==> src/rtl/calendar_date_time_stepper_core_assert.svh <==
// Assertion macros shared by the calendar stepper RTL.
// Each macro takes a label, the clock, the reset, the property terms and a message.
`ifndef CALENDAR_DATE_TIME_STEPPER_CORE_ASSERT_SVH
`define CALENDAR_DATE_TIME_STEPPER_CORE_ASSERT_SVH

// The consequent must hold in the same cycle as the antecedent.
`define CDTS_ASSERT_SAME(label, clk, rst, ante, cons, msg) \
   label: assert property (@(posedge clk) disable iff (rst) (ante) |-> (cons)) \
      else $error(msg);

// The consequent must hold in the cycle after the antecedent.
`define CDTS_ASSERT_NEXT(label, clk, rst, ante, cons, msg) \
   label: assert property (@(posedge clk) disable iff (rst) (ante) |=> (cons)) \
      else $error(msg);

`endif

==> src/rtl/cdts_pkg.sv <==
`default_nettype none

package cdts_pkg;

   localparam int FUNC_W   = 4;
   localparam int LOAD_W   = 14;
   localparam int MINUTE_W = 6;
   localparam int HOUR_W   = 5;
   localparam int DAY_W    = 5;
   localparam int MONTH_W  = 4;
   localparam int YEAR_W   = 14;

   // Operation codes carried in the func field.
   localparam logic [FUNC_W-1:0] FUNC_MINUTE_UP   = 4'd0;
   localparam logic [FUNC_W-1:0] FUNC_MINUTE_DOWN = 4'd1;
   localparam logic [FUNC_W-1:0] FUNC_HOUR_UP     = 4'd2;
   localparam logic [FUNC_W-1:0] FUNC_HOUR_DOWN   = 4'd3;
   localparam logic [FUNC_W-1:0] FUNC_DAY_UP      = 4'd4;
   localparam logic [FUNC_W-1:0] FUNC_DAY_DOWN    = 4'd5;
   localparam logic [FUNC_W-1:0] FUNC_MONTH_UP    = 4'd6;
   localparam logic [FUNC_W-1:0] FUNC_MONTH_DOWN  = 4'd7;
   localparam logic [FUNC_W-1:0] FUNC_YEAR_UP     = 4'd8;
   localparam logic [FUNC_W-1:0] FUNC_YEAR_DOWN   = 4'd9;
   localparam logic [FUNC_W-1:0] FUNC_LOAD_MINUTE = 4'd10;
   localparam logic [FUNC_W-1:0] FUNC_LOAD_HOUR   = 4'd11;
   localparam logic [FUNC_W-1:0] FUNC_LOAD_DAY    = 4'd12;
   localparam logic [FUNC_W-1:0] FUNC_LOAD_MONTH  = 4'd13;
   localparam logic [FUNC_W-1:0] FUNC_LOAD_YEAR   = 4'd14;

   localparam logic [MINUTE_W-1:0] MINUTE_MAX = 6'd59;
   localparam logic [HOUR_W-1:0]   HOUR_MAX   = 5'd23;
   localparam logic [DAY_W-1:0]    DAY_MAX    = 5'd31;
   localparam logic [MONTH_W-1:0]  MONTH_MAX  = 4'd12;
   localparam logic [YEAR_W-1:0]   YEAR_MAX   = 14'd9999;

   typedef struct packed {
      logic [YEAR_W-1:0]   year;
      logic [MONTH_W-1:0]  month;
      logic [DAY_W-1:0]    day;
      logic [HOUR_W-1:0]   hour;
      logic [MINUTE_W-1:0] minute;
   } cdts_time_type;

   // Days in a month. Month zero counts as a long month.
   function automatic logic [DAY_W-1:0] month_length(input logic [MONTH_W-1:0] month,
                                                    input logic leap);
      logic [DAY_W-1:0] len;
      case (month)
         4'd2:                       len = leap ? 5'd29 : 5'd28;
         4'd4, 4'd6, 4'd9, 4'd11:    len = 5'd30;
         default:                    len = 5'd31;
      endcase
      return len;
   endfunction

endpackage

`default_nettype wire

==> src/rtl/cdts_req_if.sv <==
`default_nettype none

interface cdts_req_if;
   import cdts_pkg::*;

   logic                valid;
   logic                ready;
   logic [FUNC_W-1:0]   func;
   logic [LOAD_W-1:0]   load_value;

   modport source (output valid, func, load_value, input ready);
   modport sink   (input valid, func, load_value, output ready);
endinterface

`default_nettype wire

==> src/rtl/cdts_rsp_if.sv <==
`default_nettype none

interface cdts_rsp_if;
   import cdts_pkg::*;

   logic                valid;
   logic                ready;
   logic [MINUTE_W-1:0] minute_out;
   logic [HOUR_W-1:0]   hour_out;
   logic [DAY_W-1:0]    day_out;
   logic [MONTH_W-1:0]  month_out;
   logic [YEAR_W-1:0]   year_out;
   logic                load_rejected;

   modport source (output valid, minute_out, hour_out, day_out, month_out, year_out,
                   load_rejected, input ready);
   modport sink   (input valid, minute_out, hour_out, day_out, month_out, year_out,
                   load_rejected, output ready);
endinterface

`default_nettype wire

==> src/rtl/cdts_step.sv <==
`default_nettype none

// Next-state logic: one step with its carry or borrow chain, or one load.
module cdts_step (
   input  cdts_pkg::cdts_time_type         cur,
   input  logic [cdts_pkg::FUNC_W-1:0]     func,
   input  logic [cdts_pkg::LOAD_W-1:0]     load_value,
   output cdts_pkg::cdts_time_type         nxt,
   output logic                            rejected
);
   import cdts_pkg::*;

   logic                 min_up, min_dn, hr_up, hr_dn, day_up, day_dn;
   logic                 mon_up, mon_dn, yr_up, yr_dn;
   logic [DAY_W-1:0]     len_cur, len_new;
   logic [MONTH_W-1:0]   month_new;
   logic [YEAR_W-1:0]    year_new;

   // Carry chain upward and borrow chain downward.
   assign min_up = (func == FUNC_MINUTE_UP);
   assign min_dn = (func == FUNC_MINUTE_DOWN);
   assign hr_up  = (func == FUNC_HOUR_UP)    || (min_up && cur.minute >= MINUTE_MAX);
   assign hr_dn  = (func == FUNC_HOUR_DOWN)  || (min_dn && cur.minute == '0);
   assign day_up = (func == FUNC_DAY_UP)     || (hr_up && cur.hour >= HOUR_MAX);
   assign day_dn = (func == FUNC_DAY_DOWN)   || (hr_dn && cur.hour == '0);
   assign len_cur = month_length(cur.month, cur.year[1:0] == 2'b00);
   assign mon_up = (func == FUNC_MONTH_UP)   || (day_up && cur.day >= len_cur);
   assign mon_dn = (func == FUNC_MONTH_DOWN) || (day_dn && cur.day <= 5'd1);
   assign yr_up  = (func == FUNC_YEAR_UP)    || (mon_up && cur.month >= MONTH_MAX);
   assign yr_dn  = (func == FUNC_YEAR_DOWN)  || (mon_dn && cur.month <= 4'd1);

   always_comb begin
      if (mon_up) begin
         month_new = (cur.month >= MONTH_MAX) ? 4'd1 : cur.month + 4'd1;
      end else if (mon_dn) begin
         month_new = (cur.month <= 4'd1) ? MONTH_MAX : cur.month - 4'd1;
      end else begin
         month_new = cur.month;
      end

      if (yr_up) begin
         year_new = (cur.year < YEAR_MAX) ? cur.year + 14'd1 : YEAR_MAX;
      end else if (yr_dn) begin
         year_new = (cur.year > '0) ? cur.year - 14'd1 : '0;
      end else begin
         year_new = cur.year;
      end
   end

   // A day borrow lands on the last day of the month it borrowed into.
   assign len_new = month_length(month_new, year_new[1:0] == 2'b00);

   always_comb begin
      nxt      = cur;
      rejected = 1'b0;

      if (min_up) begin
         nxt.minute = (cur.minute >= MINUTE_MAX) ? '0 : cur.minute + 6'd1;
      end else if (min_dn) begin
         nxt.minute = (cur.minute == '0) ? MINUTE_MAX : cur.minute - 6'd1;
      end

      if (hr_up) begin
         nxt.hour = (cur.hour >= HOUR_MAX) ? '0 : cur.hour + 5'd1;
      end else if (hr_dn) begin
         nxt.hour = (cur.hour == '0) ? HOUR_MAX : cur.hour - 5'd1;
      end

      if (day_up) begin
         nxt.day = (cur.day >= len_cur) ? 5'd1 : cur.day + 5'd1;
      end else if (day_dn) begin
         nxt.day = (cur.day <= 5'd1) ? len_new : cur.day - 5'd1;
      end

      nxt.month = month_new;
      nxt.year  = year_new;

      case (func)
         FUNC_LOAD_MINUTE: begin
            if (load_value <= 14'(MINUTE_MAX)) nxt.minute = load_value[MINUTE_W-1:0];
            else rejected = 1'b1;
         end
         FUNC_LOAD_HOUR: begin
            if (load_value <= 14'(HOUR_MAX)) nxt.hour = load_value[HOUR_W-1:0];
            else rejected = 1'b1;
         end
         FUNC_LOAD_DAY: begin
            if (load_value >= 14'd1 && load_value <= 14'(DAY_MAX))
               nxt.day = load_value[DAY_W-1:0];
            else rejected = 1'b1;
         end
         FUNC_LOAD_MONTH: begin
            if (load_value >= 14'd1 && load_value <= 14'(MONTH_MAX))
               nxt.month = load_value[MONTH_W-1:0];
            else rejected = 1'b1;
         end
         FUNC_LOAD_YEAR: begin
            if (load_value >= 14'd1 && load_value <= YEAR_MAX) nxt.year = load_value;
            else rejected = 1'b1;
         end
         default: begin
         end
      endcase
   end

endmodule

`default_nettype wire

==> src/rtl/calendar_date_time_stepper_core.sv <==
// Channel    Dir  Carries
// req_chan   in   func, load_value: one step or load request per transaction
// rsp_chan   out  minute/hour/day/month/year after the operation, load_rejected
//
// Every request transaction produces exactly one response transaction, in the next cycle.
// Throughput is one transaction per cycle while the response is not stalled; the limit is the
// combinational carry and borrow chain from the time registers through cdts_step back into them.
// Reset (synchronous, active high) clears the time to all zeros and empties the response.
// A stalled response holds its register; requests keep flowing while the response
// register drains in the same cycle, so req_chan.ready drops only under a stalled response.
`default_nettype none

`include "calendar_date_time_stepper_core_assert.svh"

module calendar_date_time_stepper_core (
   input  logic        clock,
   input  logic        reset,
   cdts_req_if.sink    req_chan,
   cdts_rsp_if.source  rsp_chan
);
   import cdts_pkg::*;

   cdts_time_type  time_ff, time_in;
   cdts_time_type  rsp_time_ff;
   logic           rsp_rejected_ff, rsp_rejected_in;
   logic           rsp_valid_ff;
   logic           req_fire;
   logic           rsp_fields_ok;
   logic           step_fire;

   // The response register can take a new result when it is empty or being emptied.
   assign req_chan.ready = !rsp_valid_ff || rsp_chan.ready;
   assign req_fire       = req_chan.valid && req_chan.ready;

   // All of the work for one transaction happens here, between the time registers
   // and the response register.
   cdts_step u_step (
      .cur        (time_ff),
      .func       (req_chan.func),
      .load_value (req_chan.load_value),
      .nxt        (time_in),
      .rejected   (rsp_rejected_in)
   );

   // Control state and the time registers, which must reset to zero.
   always_ff @(posedge clock) begin
      if (reset) begin
         time_ff      <= '0;
         rsp_valid_ff <= 1'b0;
      end else begin
         if (req_fire) begin
            time_ff      <= time_in;
            rsp_valid_ff <= 1'b1;
         end else if (rsp_chan.ready) begin
            rsp_valid_ff <= 1'b0;
         end
      end
   end

   // Response payload; only meaningful while the response is valid.
   always_ff @(posedge clock) begin
      if (req_fire) begin
         rsp_time_ff     <= time_in;
         rsp_rejected_ff <= rsp_rejected_in;
      end
   end

   assign rsp_chan.valid         = rsp_valid_ff;
   assign rsp_chan.minute_out    = rsp_time_ff.minute;
   assign rsp_chan.hour_out      = rsp_time_ff.hour;
   assign rsp_chan.day_out       = rsp_time_ff.day;
   assign rsp_chan.month_out     = rsp_time_ff.month;
   assign rsp_chan.year_out      = rsp_time_ff.year;
   assign rsp_chan.load_rejected = rsp_rejected_ff;

   assign rsp_fields_ok = (rsp_time_ff.minute <= MINUTE_MAX) &&
                          (rsp_time_ff.hour <= HOUR_MAX) &&
                          (rsp_time_ff.month <= MONTH_MAX) &&
                          (rsp_time_ff.year <= YEAR_MAX);
   assign step_fire     = req_fire && (req_chan.func < FUNC_LOAD_MINUTE);

   // Every accepted request must show up as a response in the next cycle.
   `CDTS_ASSERT_NEXT(a_fire_gives_rsp, clock, reset, req_fire, rsp_valid_ff, "request lost")

   // The minute, hour, month and year fields must never exceed their calendar maximums.
   `CDTS_ASSERT_SAME(a_rsp_in_range, clock, reset, rsp_valid_ff, rsp_fields_ok, "out of range")

   // Only load operations can be rejected.
   `CDTS_ASSERT_NEXT(a_step_not_rejected, clock, reset, step_fire, !rsp_rejected_ff, "bad reject")

endmodule

`default_nettype wire
==> src/flat_wrapper.sv <==
// flat-port wrapper written by rule: the top's interface ports become plain ports
module calendar_date_time_stepper_core_flat import cdts_pkg::*;
  (clock, reset, req_chan_valid, req_chan_func, req_chan_load_value, req_chan_ready, rsp_chan_valid, rsp_chan_minute_out, rsp_chan_hour_out, rsp_chan_day_out, rsp_chan_month_out, rsp_chan_year_out, rsp_chan_load_rejected, rsp_chan_ready);
  cdts_req_if req_chan_i ();
  cdts_rsp_if rsp_chan_i ();
  input  logic clock;
  input  logic reset;
  input wire logic [$bits(req_chan_i.valid)-1:0] req_chan_valid;
  input wire logic [$bits(req_chan_i.func)-1:0] req_chan_func;
  input wire logic [$bits(req_chan_i.load_value)-1:0] req_chan_load_value;
  output wire logic [$bits(req_chan_i.ready)-1:0] req_chan_ready;
  output wire logic [$bits(rsp_chan_i.valid)-1:0] rsp_chan_valid;
  output wire logic [$bits(rsp_chan_i.minute_out)-1:0] rsp_chan_minute_out;
  output wire logic [$bits(rsp_chan_i.hour_out)-1:0] rsp_chan_hour_out;
  output wire logic [$bits(rsp_chan_i.day_out)-1:0] rsp_chan_day_out;
  output wire logic [$bits(rsp_chan_i.month_out)-1:0] rsp_chan_month_out;
  output wire logic [$bits(rsp_chan_i.year_out)-1:0] rsp_chan_year_out;
  output wire logic [$bits(rsp_chan_i.load_rejected)-1:0] rsp_chan_load_rejected;
  input wire logic [$bits(rsp_chan_i.ready)-1:0] rsp_chan_ready;
  assign req_chan_i.valid = req_chan_valid;
  assign req_chan_i.func = req_chan_func;
  assign req_chan_i.load_value = req_chan_load_value;
  assign req_chan_ready = req_chan_i.ready;
  assign rsp_chan_valid = rsp_chan_i.valid;
  assign rsp_chan_minute_out = rsp_chan_i.minute_out;
  assign rsp_chan_hour_out = rsp_chan_i.hour_out;
  assign rsp_chan_day_out = rsp_chan_i.day_out;
  assign rsp_chan_month_out = rsp_chan_i.month_out;
  assign rsp_chan_year_out = rsp_chan_i.year_out;
  assign rsp_chan_load_rejected = rsp_chan_i.load_rejected;
  assign rsp_chan_i.ready = rsp_chan_ready;
  calendar_date_time_stepper_core u_core (.clock(clock), .reset(reset), .req_chan(req_chan_i), .rsp_chan(rsp_chan_i));
endmodule
==> config.mk <==
export PLATFORM = sky130hd
export DESIGN_NAME = calendar_date_time_stepper_core_flat
export DESIGN_NICKNAME = d
export VERILOG_FILES = /design/src/rtl/cdts_pkg.sv /design/src/rtl/cdts_req_if.sv /design/src/rtl/cdts_rsp_if.sv /design/src/rtl/cdts_step.sv /design/src/rtl/calendar_date_time_stepper_core.sv /design/src/flat_wrapper.sv
export VERILOG_INCLUDE_DIRS = /design/src /design/src/rtl
export SDC_FILE = /design/constraint.sdc
export NUM_CORES = 1
export LEC_CHECK = 0
export ABC_AREA = 1
export BUFFER_PORTS_ARGS = -buffer_cell sky130_fd_sc_hd__buf_2
export CORE_ASPECT_RATIO = 1.5
export CORE_MARGIN = 1
export CORE_UTILIZATION = 25
export DETAILED_ROUTE_END_ITERATION = 16
export GPL_ROUTABILITY_DRIVEN = 1
export PLACE_DENSITY_LB_ADDON = 0.15
export SLEW_MARGIN = 10
export SYNTH_ARGS = -nofsm -noshare
export SYNTH_HDL_FRONTEND = slang
export SYNTH_SLANG_ARGS = --single-unit
==> constraint.sdc <==
create_clock -name clock -period 4.3 [get_ports clock]
set_input_delay 0.86 -clock clock [delete_from_list [all_inputs] [get_ports clock]]
set_output_delay 0.86 -clock clock [all_outputs]
set_load 0.01 [all_outputs]
# Word-level counts from Yosys, hierarchy flattened
# Index checks and enable logic that the tools add are counted.
[totals]
regBits = 70
input_bits = 22
output_inout_bits = 37
word_cells = 132
[op_classes]
add_sub_neg = 10
magnitude_cmp = 14
eq_ne = 24
n_mux = 42
n_reduce_logical = 30
[op_table]
columns = ["cell", "n"]
rows = [
  ["14-bit 2-to-1 mux", 6],
  ["5-bit 2-to-1 mux", 12],
  ["4-bit equality test (second input constant)", 11],
  ["6-bit 2-to-1 mux", 6],
  ["4-bit by 3-bit equality test with 1-bit output (second input constant)", 8],
  ["14-bit by 5-bit less-or-equal comparator with 1-bit output (second input constant)", 2],
  ["4-bit 2-to-1 mux", 6],
  ["4-bit by 2-bit equality test with 1-bit output (second input constant)", 4],
  ["14-bit by 1-bit adder with 14-bit output (second input constant)", 1],
  ["14-bit by 1-bit greater-or-equal comparator with 1-bit output (second input constant)", 1],
  ["14-bit by 1-bit greater-than comparator with 1-bit output (second input constant)", 1],
  ["14-bit less-or-equal comparator (second input constant)", 1],
  ["14-bit by 4-bit less-or-equal comparator with 1-bit output (second input constant)", 1],
  ["14-bit by 6-bit less-or-equal comparator with 1-bit output (second input constant)", 1],
  ["14-bit less-than comparator (second input constant)", 1],
  ["14-bit by 1-bit subtractor with 14-bit output (second input constant)", 1],
  ["1-bit logical AND", 12],
  ["5-bit by 1-bit adder with 5-bit output (second input constant)", 2],
  ["5-bit by 1-bit subtractor with 5-bit output (second input constant)", 2],
  ["1-bit logical OR", 9],
  ["1-bit 2-to-1 mux", 9],
  ["2-bit one-hot mux with 2 select lines", 2],
  ["4-bit OR reduction", 2],
  ["6-bit by 1-bit adder with 6-bit output (second input constant)", 1],
  ["other kinds (17)", 18],
]

# Depth between registers and ports, before layout
# Gate-level depths: netlist (run 1).
[depth]
ltp_word = 19
ltp_mapped = 27
ltp_nobuf = 26

# Modules after synthesis
# A second synthesis (run 1) with hierarchy kept.
[unflattened]
hier_cells = 806
hier_area_um2 = 5510.3
[modules_own_cells]
columns = ["module", "n_inst", "cells_each", "area_per_inst_um2", "seq_area_each_um2"]
rows = [
  ["cdts_step", 1, 542, 2866.5, 0.0],
  ["calendar_date_time_stepper_core", 1, 264, 2643.8, 1751.7],
]

# Worst setup path after synthesis (run 1)
# OpenSTA, ideal clock, no wires.
[synth_path]
kind = "in2reg"
startpoint = "input port rsp_chan_ready"
endpoint = "register u_core.rsp_time_ff, in the netlist u_core.rsp_chan.day_out[0], enable pin"
setup_time_ns = 0.415
arrival_time_ns = 2.420
t_required_ns = 3.885
path_slack_ns = 1.465
path_stages = 5
n_path_buf = 1
cell_sequence = "inv_1 > nand2_1 > nand2_1 > inv_1 > clkbuf_1"
[synth_via]
elab_chain_cells = 2
[synth_lines]
columns = ["element", "line", "rtl"]
rows = [
  ["start: declaration", "flat_wrapper.sv:19", "input wire logic [$bits(rsp_chan_i.ready)-1:0] rsp_chan_ready;"],
  ["1-bit logical OR", "calendar_date_time_stepper_core.sv:32", "assign req_chan.ready = !rsp_valid_ff || rsp_chan.ready;"],
  ["via req_chan_ready", "flat_wrapper.sv:11", "output wire logic [$bits(req_chan_i.ready)-1:0] req_chan_ready;"],
  ["1-bit logical AND", "calendar_date_time_stepper_core.sv:33", "assign req_fire = req_chan.valid && req_chan.ready;"],
  ["via u_core.req_fire", "calendar_date_time_stepper_core.sv:27", "logic req_fire;"],
  ["end signal: assignment", "calendar_date_time_stepper_core.sv:63", "rsp_time_ff <= time_in;"],
  ["end: declaration", "calendar_date_time_stepper_core.sv:24", "cdts_time_type rsp_time_ff;"],
]
# The timed path passes the listed nets, and every way through them passes these cells.
# A chain may end at the register's enable or synchronous reset.

==> results of run 1 <==
layout make-up:
type	count	area [um^2]	share of cell area [%]
inverters	110	415	6.94
flip-flops and latches	70	1750	29.3
multi-input cells	492	2850	47.6
clock inverters	5	82.6	1.38
repair buffers	62	320	5.35
clock buffers	11	243	4.05
well taps	260	325	5.43
cell usage after synthesis, drive strengths merged:
cell     instances
nor3            18
o311ai           1
dfxtp           35
a22oi            7
o22ai            1
a211oi          14
a311o            1
xor2            17
nand4            7
o21ai           80
buf              2
a31oi            5
xnor2            2
nor4             4
clkinv           3
clkbuf          14
inv            107
edfxtp          35
a21oi           60
nand2          105
o211ai           5
o221ai           1
a2bb2oi          1
nor2            90
or2              1
nor3b            1
ha              18
o21bai           4
nand3           49
how the worst min path moves through the flow:
stage | startpoint | endpoint | slack [ns] | cells after the start
after floorplan | u_core.time_ff[9]$_SDFFE_PP0P_ | u_core.time_ff[9]$_SDFFE_PP0P_ | 0.50 | 2
after global placement | u_core.rsp_chan.valid$_SDFFE_PP0P_ | u_core.rsp_chan.valid$_SDFFE_PP0P_ | 0.51 | 2
after detailed placement | u_core.rsp_chan.valid$_SDFFE_PP0P_ | u_core.rsp_chan.valid$_SDFFE_PP0P_ | 0.52 | 2
after CTS | u_core.rsp_chan.valid$_SDFFE_PP0P_ | u_core.rsp_chan.valid$_SDFFE_PP0P_ | 0.53 | 2
after global routing | u_core.rsp_chan.valid$_SDFFE_PP0P_ | u_core.rsp_chan.valid$_SDFFE_PP0P_ | 0.55 | 2
final | u_core.rsp_chan.valid$_SDFFE_PP0P_ | u_core.rsp_chan.valid$_SDFFE_PP0P_ | 0.52 | 2
cells by family (layout without fill, tap and decap cells):
group	count (synthesis)	after routing	share of synthesized area, %
AO/OA/AOI/OAI	180	180	20.8
XOR/XNOR	19	19	3.28
adder cells (fa/ha/maj)	18	18	4.43
buffers and inverters	126	188	9.53
flip-flops	70	70	34.5
AND/OR/NAND/NOR	275	275	27.4
sequential cells by signal (all words and copies together), names as in the netlist:
name	count
u_core.rsp_chan.day_out	5
u_core.rsp_chan.hour_out	5
u_core.rsp_chan.load_rejected	1
u_core.rsp_chan.minute_out	6
u_core.rsp_chan.month_out	4
u_core.rsp_chan.valid	1
u_core.rsp_chan.year_out	14
u_core.time_ff	34
placed cells by master, fill, tap and decap left out, types with 5 or more instances in the layout:
cell type  synthesis  routed
a211oi_1          13      13
edfxtp_1          35      35
inv_1            100      99
xor2_1            17      17
nand2_1           92      92
a22oi_1            6       6
o21ai_0           58      58
nor3_1            13      12
nor3_2             4       5
nand2_8            5       5
ha_1              18      18
buf_2              1      58
nand3_1           47      47
nand2_4            6       6
inv_2              6       7
dfxtp_1           35      35
o211ai_1           5       5
nand4_1            7       7
nor2_1            82      82
o21ai_1           19      19
clkbuf_16          0       9
a21oi_1           56      56
worst max-delay path, stage by stage, from the launching register on:
cell	delay (ns)
dfxtp_1	0.32
inv_1	0.22
ha_1	0.21
nor3b_1	0.26
a21oi_1	0.11
ha_1	0.27
inv_1	0.04
nand2_1	0.05
a21oi_1	0.07
nor3_2	0.27
nand2_4	0.11
nand2_8	0.10
nand2_2	0.07
o21ai_4	0.13
a31oi_4	0.09
inv_2	0.19
a21oi_1	0.05
o21ai_1	0.08
o21ai_1	0.08
o21bai_1	0.16
inv_1	0.05
layer usage:
metal	routed length [um]	vias up	track usage (%)
met3	421	20	2.03
met5	0	-	0
li1	-	2432	-
met2	8190	81	28.7
met4	359	0	7.07
met1	6490	2130	17.2
power groups by stage:
| stage | logic [W] | clock network [W] | registers, W |
|---|---|---|---|
| finish | 0.000467 | 0.000834 | 0.000824 |
| global route | 0.000527 | 0.000879 | 0.000832 |
| CTS | 0.000473 | 0.000852 | 0.000825 |
| detailed placement | 0.000470 | 0 | 0.000839 |
| global placement | 0.000475 | 0 | 0.000840 |
| floorplan | 0.000314 | 0 | 0.000843 |
per-stage QoR:
| stage | instances | hold slack [ns] | setup WS [ns] | area (um^2) | utilization (%) |
|---|---|---|---|---|---|
| after floorplan | 688 | 0.496 | 1.46 | 5080 | - |
| after global placement | 994 | 0.509 | 1.03 | 5660 | 28.5 |
| after detailed placement | 994 | 0.521 | 1.06 | 5660 | 28.5 |
| after CTS | 1010 | 0.532 | 1.07 | 5990 | 30.1 |
| after global routing | 1010 | 0.547 | 0.746 | 5990 | 30.1 |
| final | 1010 | 0.520 | 1.10 | 5990 | 30.1 |
==> flow_summary.toml, run 1 <==
[global_route]
gr-usage-all-layers_pct = 15.4
gr-total-overflow = 0
grt_first_pass_wirelength_um = 24300
antenna_found_initial = 0
grt_max_degree = 46
grt_pass1_vias = 4531

[clocking]
cts_root_buf = "clkbuf_16"
cts.path.max_buffers = 2
cts.clk_slew.worst_paths_ns = 0.06
cts_tree = "yes"
cts_hold_buf = 0
htreeDepth = 3
cts_buffers = 9
cts_resized = 0
cts_sinks = 70
clk_latency_ns = 0.36
cts_setup_buffers = 0

[power]
seqPwrFrac_pct = 38.8
switching_share_pct = 31.5
p_per_area_nw_per_um2 = 355
cellInternalPower_w = 0.00146
peakVddDrop_uv = 162
combinationalPowerShare_pct = 22.0
power.leakage_nw = 2.65
switching_power_w = 0.000669
finalPower_w = 0.00212
p_clk_share_pct = 39.2

[status]
run_status = "finished, final reports clean"

[cells_and_area]
insertedDiodeCount = 0
fin_nets = 785
area_growth_pct = 17.9
drive_gt1_share_pct = 16.7
nFillCells = 2198

[worst_setup_path]
crit_path_max_fanout = 9
reg2regPathDepth = 20
end_kind = "register"
critPathLaunch = "u_core.time_ff[16]$_SDFFE_PP0P_"
regToRegSetupSlack_ns = 1.10
start_kind = "register"
cp.required_ns = 4.41
path_class = "reg2reg"
cp.arrival_ns = 3.30
rr_startpoint = "u_core.time_ff[16]$_SDFFE_PP0P_"
rr_endpoint = "u_core.rsp_chan.year_out[12]$_DFFE_PP_"
endpoint = "u_core.rsp_chan.year_out[12]$_DFFE_PP_"

[synthesis]
synthTopCellsByArea = "edfxtp_1 (21%), dfxtp_1 (14%), inv_1 (7.4%)"
ys_ff_latch = 70
netlist_area_um2 = 5080
synth_largest_area_cell = "edfxtp_1"
synthCells = 688
yosys_warnings = 0
ys_seq_area_share_pct = 34.5
synth_cell_types = 48
yosysTopAreaCellShare_pct = 20.7
synth_nets = 728
postSynthAreaPerCell_um2 = 7.38

[sta]
rsz0062_at_grt = "false"
clock_skew_ns = 0.0133
fmax_mhz = 313
maxSlewViolCount = 0
finalHoldViolations = 0
max-slew-margin-rel_pct = 37.2
tns_ns = 0
fin_crit_sh_pct = 74.3
min_period_ns = 3.20
finalSetupViolCount = 0
tightest_slew_ns = 0.942

[drt]
drtPass1Iterations = 5
drc = 0
drt_iter0_drc = 301
wl_per_cell_um = 15.3
viasPerCell = 4.62
routed_wl_um = 15500
ant_nets = 0
vias = 4663

[floorplanning]
die_height_um = 177
ios = 59
initial_utilization_pct = 25.6
dieWidth_um = 118
fp-row-count = 63
core_area_um2 = 19900
fp.dieArea_um2 = 20900

[placed_design]
dp_hpwl_um = 11800
gp_congestion = 0.851
port_buffers = 58

[job]
drv_cap = 0

[worst_hold_path]
hp-class = "reg2reg"
(Power assumes the default switching activity.)
==> run 2: changes to the inputs <==
--- a/config.mk
+++ b/config.mk
@@ -6,7 +6,7 @@
 export SDC_FILE = /design/constraint.sdc
 export NUM_CORES = 1
 export LEC_CHECK = 0
-export ABC_AREA = 1
+export ABC_AREA = 0
 export BUFFER_PORTS_ARGS = -buffer_cell sky130_fd_sc_hd__buf_2
 export CORE_ASPECT_RATIO = 1.5
 export CORE_MARGIN = 1
==> constraint.sdc (replaced) <==
create_clock -name clock -period 3 [get_ports clock]
set_input_delay 0.6 -clock clock [delete_from_list [all_inputs] [get_ports clock]]
set_output_delay 0.6 -clock clock [all_outputs]
set_load 0.01 [all_outputs]
==> run 2 against run 1 <==
Compared with the run above:
- worst hold slack worse by 0.030 ns
- sequential power is 38% higher
- clock power is 41% higher
- critical path depth is 4 lower
- synthesized area is 3.6% higher
- the flow now finishes with violations (negative setup slack)
- highest routed layer unchanged
- critical endpoint is now u_core.time_ff[11]$_SDFFE_PP0P_
- fmax is 6.0% higher
==> flow_summary.toml, run 2 <==
[status]
run_status = "finished with violations"
violations = "negative setup slack"

[cells_and_area]
insertedDiodeCount = 0
area_growth_pct = 35.8
regMostFlops = "u_core.time_ff"
drive_gt1_share_pct = 34.6
final_core_util_pct = 34.9
fin_nets = 819
final_cell_mix = "buf_4 (101), nand2_1 (89), nor2_1 (67)"
final_common_cell = "buf_4"
largest_reg_flops = 34

[sta]
rsz0062_at_grt = "true"
max-slew-margin-rel_pct = 40.2
fin_crit_sh_pct = 100
finalSetupViolCount = 1
tns_ns = -0.0142
fmax_mhz = 332
tightest_slew_ns = 0.897
finalHoldViolations = 0
worst_slack_ns = -0.0142
whs_ns = 0.490
clock_skew_ns = 0.00773
min_period_ns = 3.01
maxSlewViolCount = 0

[floorplanning]
initial_utilization_pct = 25.7
core_area_um2 = 20500
fp.dieArea_um2 = 21600
dieWidth_um = 120
ios = 59
fp-row-count = 64
die_height_um = 180

[worst_setup_path]
reg2regPathDepth = 16
cp.arrival_ns = 3.28
rr_startpoint = "u_core.time_ff[17]$_SDFFE_PP0P_"
cp.required_ns = 3.26
rr_endpoint = "u_core.time_ff[11]$_SDFFE_PP0P_"
end_kind = "register"
crit_path_max_fanout = 6
regToRegSetupSlack_ns = -0.01
path_class = "reg2reg"
start_kind = "register"

[clocking]
clk_latency_ns = 0.36
cts_buffers = 9
cts.path.max_buffers = 2
cts_sinks = 70
htreeDepth = 3
cts.clk_slew.worst_paths_ns = 0.06
cts_hold_buf = 0
cts_tree = "yes"
cts_root_buf = "clkbuf_16"

[global_route]
antenna_found_initial = 0
grt_max_degree = 36
gr-total-overflow = 0
gr-usage-all-layers_pct = 18.3
grt_pass1_vias = 5601
grt_first_pass_wirelength_um = 30200

[drt]
drtPass1Iterations = 5
wl_per_cell_um = 18.4
routed_wl_um = 19300
drt_iter0_drc = 264
viasPerCell = 5.18
vias = 5428
ant_nets = 0
drc = 0

[synthesis]
ys_seq_area_share_pct = 33.3
async_flop_share_pct = 0
yosys_warnings = 0
postSynthAreaPerCell_um2 = 8.18
synthCells = 643
synth_most_common_cell = "nand2_1"
synth-edff-count = 35
synth_ff_type = "edfxtp_1"
synth_largest_area_cell = "edfxtp_1"
yosysTopAreaCellShare_pct = 20.0
netlist_area_um2 = 5260
synth_common_cells = "nand2_1 (90), a21oi_1 (70), nor2_1 (69)"
synth_cell_types = 90
synthTopCellsByArea = "edfxtp_1 (20%), dfxtp_1 (13%), a21oi_1 (6.7%)"
ys_ff_latch = 70
synth_nets = 683

[worst_hold_path]
min_to = "u_core.rsp_chan.valid$_SDFFE_PP0P_"
hp-class = "in2reg"
whs_path_depth = 3
min_from = "req_chan_valid"

[power]
power.leakage_nw = 2.77
p_per_area_nw_per_um2 = 453
finalPower_w = 0.00324
peakVddDrop_uv = 215

[placed_design]
gp_congestion = 0.906
place_ws_ns = -0.251
dp_hpwl_um = 14400
port_buffers = 58

[job]
drv_cap = 0
run 2: critical path: stages, from the launching register on:
cell and delay [ns]:
dfxtp_4 0.39, inv_4 0.06, ha_4 0.15, o21ai_2 0.14
a21oi_2 0.06, nor2_1 0.13, ha_1 0.24, nand2b_4 0.15
a21oi_4 0.21, nor2_4 0.07, a41o_4 0.32, buf_6 0.14
a21oi_2 0.11, a2bb2oi_2 0.09, o2111ai_1 0.23, nand4_1 0.18
a311oi_2 0.26
run 2: layer usage:
layer | global-route usage (%) | part of all wire [%] | vias to the layer above
li1 | - | - | 2626
met1 | 19.5 | 39 | 2613
met2 | 34.3 | 54 | 144
met3 | 2.66 | 3.3 | 45
met5 | 0 | 0 | -
met4 | 9.09 | 3.4 | 0
run 2: cell type report:
| class | instances | area [um^2] |
|---|---|---|
| inverters | 25 | 96.3 |
| multi-input cells | 506 | 3490 |
| clock inverters | 7 | 98.8 |
| clock buffers | 9 | 225 |
| well taps | 264 | 330 |
| repair buffers | 167 | 1150 |
| flip-flops and latches | 70 | 1760 |
| fillers | 2232 | 13400 |
run 2: logic make-up (layout without fill, tap and decap cells):
family / count (synthesis) / after routing / synth area share, %
fa+ha+maj: 18 / 18 / 4.28
buf+inv: 67 / 208 / 6.18
xor+xnor: 15 / 15 / 2.50
mux: 13 / 13 / 2.66
simple gates: 288 / 288 / 28.6
compound gates: 172 / 172 / 22.5
flops: 70 / 70 / 33.3
run 2: what timing repair did:
action	CTS	global route
pin swaps	21	26
buffers inserted	2	2
setup endpoints to repair	30	38
gates resized for setup	35	37
run 2: worst max-delay path by stage:
stage	start	to	slack, ns	cells after the start
global placement	u_core.time_ff[21]$_SDFFE_PP0P_	u_core.time_ff[25]$_SDFFE_PP0P_	-0.20	16
finish	u_core.time_ff[17]$_SDFFE_PP0P_	u_core.time_ff[11]$_SDFFE_PP0P_	-0.01	16
CTS	u_core.time_ff[16]$_SDFFE_PP0P_	u_core.time_ff[11]$_SDFFE_PP0P_	-0.01	16
global route	u_core.time_ff[17]$_SDFFE_PP0P_	u_core.time_ff[11]$_SDFFE_PP0P_	-0.16	16
floorplan	u_core.time_ff[16]$_SDFFE_PP0P_	u_core.rsp_chan.day_out[0]$_DFFE_PP_	0.004	15
detailed placement	u_core.time_ff[21]$_SDFFE_PP0P_	u_core.time_ff[25]$_SDFFE_PP0P_	-0.25	16
run 2: power breakdown:
part | internal (W) | total, W | switching, W
Combinational | 0.000390 | 0.000908 | 0.000519
Clock | 0.000730 | 0.00118 | 0.000455
Sequential | 0.00110 | 0.00114 | 0.0000490
run 2: per-stage QoR:
stage                     instance area, um^2  cells
after floorplan                          5280    643
after global placement                   6460   1028
after detailed placement                 6460   1028
after CTS                                6950   1046
after global routing                     7150   1048
final                                    7150   1048
==> run 3: changes to the inputs <==
--- a/config.mk
+++ b/config.mk
@@ -8,6 +8,8 @@
 export LEC_CHECK = 0
 export ABC_AREA = 0
 export BUFFER_PORTS_ARGS = -buffer_cell sky130_fd_sc_hd__buf_2
+export CELL_PAD_IN_SITES_DETAIL_PLACEMENT = 1
+export CELL_PAD_IN_SITES_GLOBAL_PLACEMENT = 1
 export CORE_ASPECT_RATIO = 1.5
 export CORE_MARGIN = 1
 export CORE_UTILIZATION = 25
==> run 3 against run 2 <==
Compared with the run above:
- the run still ends with negative setup slack left
- flip-flop and latch count is the same
- clock skew grew 0.0049 ns
- fmax is essentially flat
- critical path type unchanged
- largest power group unchanged
==> flow_summary.toml, run 3 (synthesis gave the netlist of run 2 again) <==
[status]
run_status = "finished with violations"
violations = "negative setup slack"

[sta]
fin_crit_sh_pct = 101
tns_ns = -0.0222
tightest_slew_ns = 0.971
whs_ns = 0.502
maxSlewViolCount = 0
min_period_ns = 3.02
fmax_mhz = 332
finalSetupViolCount = 3
worst_slack_ns = -0.0152
rsz0062_at_grt = "true"
max-slew-margin-rel_pct = 34.8
clock_skew_ns = 0.0126
finalHoldViolations = 0

[global_route]
grt_pass1_vias = 5972
gr-usage-all-layers_pct = 20.3
grt_max_degree = 41
gr-total-overflow = 0
grt_first_pass_wirelength_um = 33300
antenna_found_initial = 1

[floorplanning]
initial_utilization_pct = 25.7
dieWidth_um = 120
fp.dieArea_um2 = 21600
core_area_um2 = 20500
fp-row-count = 64
ios = 59
die_height_um = 180

[cells_and_area]
fin_nets = 813
multi_input_area_um2 = 3510
fin_cells = 1042
insertedDiodeCount = 0
final-seq-area_um2 = 1760
nFillCells = 2487
final_common_cell = "buf_4"
drive_gt1_share_pct = 34.8
regMostFlops = "u_core.time_ff"
final_core_util_pct = 34.9
final_cell_mix = "buf_4 (94), nand2_1 (89), nor2_1 (63)"
largest_reg_flops = 34
area_growth_pct = 36.0

[drt]
drc = 0
drtPass1Iterations = 5
ant_nets = 0
routed_wl_um = 21300
viasPerCell = 5.29
vias = 5512
drt_iter0_drc = 170
wl_per_cell_um = 20.5

[job]
drv_cap = 0

[power]
power.leakage_nw = 2.76
switching_power_w = 0.00106
cellInternalPower_w = 0.00230
p_clk_share_pct = 38.3
peakVddDrop_uv = 293
p_per_area_nw_per_um2 = 469
finalPower_w = 0.00336
switching_share_pct = 31.5
combinationalPowerShare_pct = 27.5
seqPwrFrac_pct = 34.2

[clocking]
cts_tree = "yes"
cts.clk_slew.worst_paths_ns = 0.06
cts_buffers = 9
cts_root_buf = "clkbuf_16"
clk_latency_ns = 0.36
cts_sinks = 70
cts_hold_buf = 0
cts.path.max_buffers = 2
htreeDepth = 3

[worst_setup_path]
start_kind = "register"
cp.arrival_ns = 3.12
cp.required_ns = 3.11
crit_path_max_fanout = 5
end_kind = "register"
path_class = "reg2reg"

[placed_design]
dp_hpwl_um = 16100
port_buffers = 58
gp_congestion = 0.859
dp_cells = 1016

[worst_hold_path]
hp-class = "reg2reg"
run 3: metal layers:
metal | up-vias | global-route usage, % | part of all wire [%]
li1 | 2620 | - | -
met1 | 2702 | 20.3 | 37
met2 | 121 | 38.3 | 55
met3 | 67 | 3.05 | 2.7
met4 | 2 | 13.0 | 5.4
met5 | - | 0 | 0.061
run 3: final cells by class:
| class | instances | share of cell area (%) |
|---|---|---|
| multi-input cells | 506 | 49.1 |
| flip-flops and latches | 70 | 24.6 |
| repair buffers | 161 | 15.5 |
| well taps | 264 | 4.62 |
| clock buffers | 9 | 3.15 |
| clock inverters | 7 | 1.70 |
| inverters | 25 | 1.38 |
run 3: what timing repair did:
action / CTS / global route
gates cloned: 0 / 0
resized for setup: 37 / 40
buffers inserted: 6 / 5
pin swaps: 17 / 27
hold endpoints to repair: 0 / 0
endpoints found under the setup margin: 37 / 39
run 3: path summary, 6_finish.rpt:
kind,from,endpoint,slack (ns),cells past startpoint
max,u_core.time_ff[17]$_SDFFE_PP0P_,u_core.rsp_chan.day_out[0]$_DFFE_PP_,-0.02,17
min,u_core.time_ff[6]$_SDFFE_PP0P_,u_core.time_ff[6]$_SDFFE_PP0P_,0.50,2
max reg2reg,u_core.time_ff[17]$_SDFFE_PP0P_,u_core.rsp_chan.day_out[0]$_DFFE_PP_,-0.02,17
min reg2reg,u_core.time_ff[6]$_SDFFE_PP0P_,u_core.time_ff[6]$_SDFFE_PP0P_,0.50,2
run 3: worst max-delay path, cell delays in order (launching register included):
cell and delay, ns:
dfxtp_4 0.38, inv_4 0.06, ha_4 0.15, o21ai_2 0.15, a21oi_2 0.07, nor2_1 0.11
ha_1 0.23, nand2b_4 0.15, a21oi_4 0.22, o21ai_2 0.10, a32oi_2 0.19, buf_6 0.16
buf_6 0.10, nor2_2 0.04, or2_1 0.24, nand4bb_1 0.19, nand4_1 0.15, nand2_1 0.08
run 3: power groups by stage:
stage,sequential [W],clock (W),combinational [W]
floorplan,0.00118,0,0.000469
global placement,0.00116,0,0.000834
detailed placement,0.00117,0,0.000851
CTS,0.00115,0.00132,0.000885
global route,0.00116,0.00134,0.00100
finish,0.00115,0.00129,0.000922
run 3: through the flow:
| stage | setup WS, ns | area [um^2] |
|---|---|---|
| after detailed placement | -0.298 | 6370 |
| after global routing | -0.177 | 7150 |
| final | -0.0152 | 7150 |
| after floorplan | 0.00443 | 5280 |
| after global placement | -0.179 | 6370 |
| after CTS | -0.00639 | 6910 |
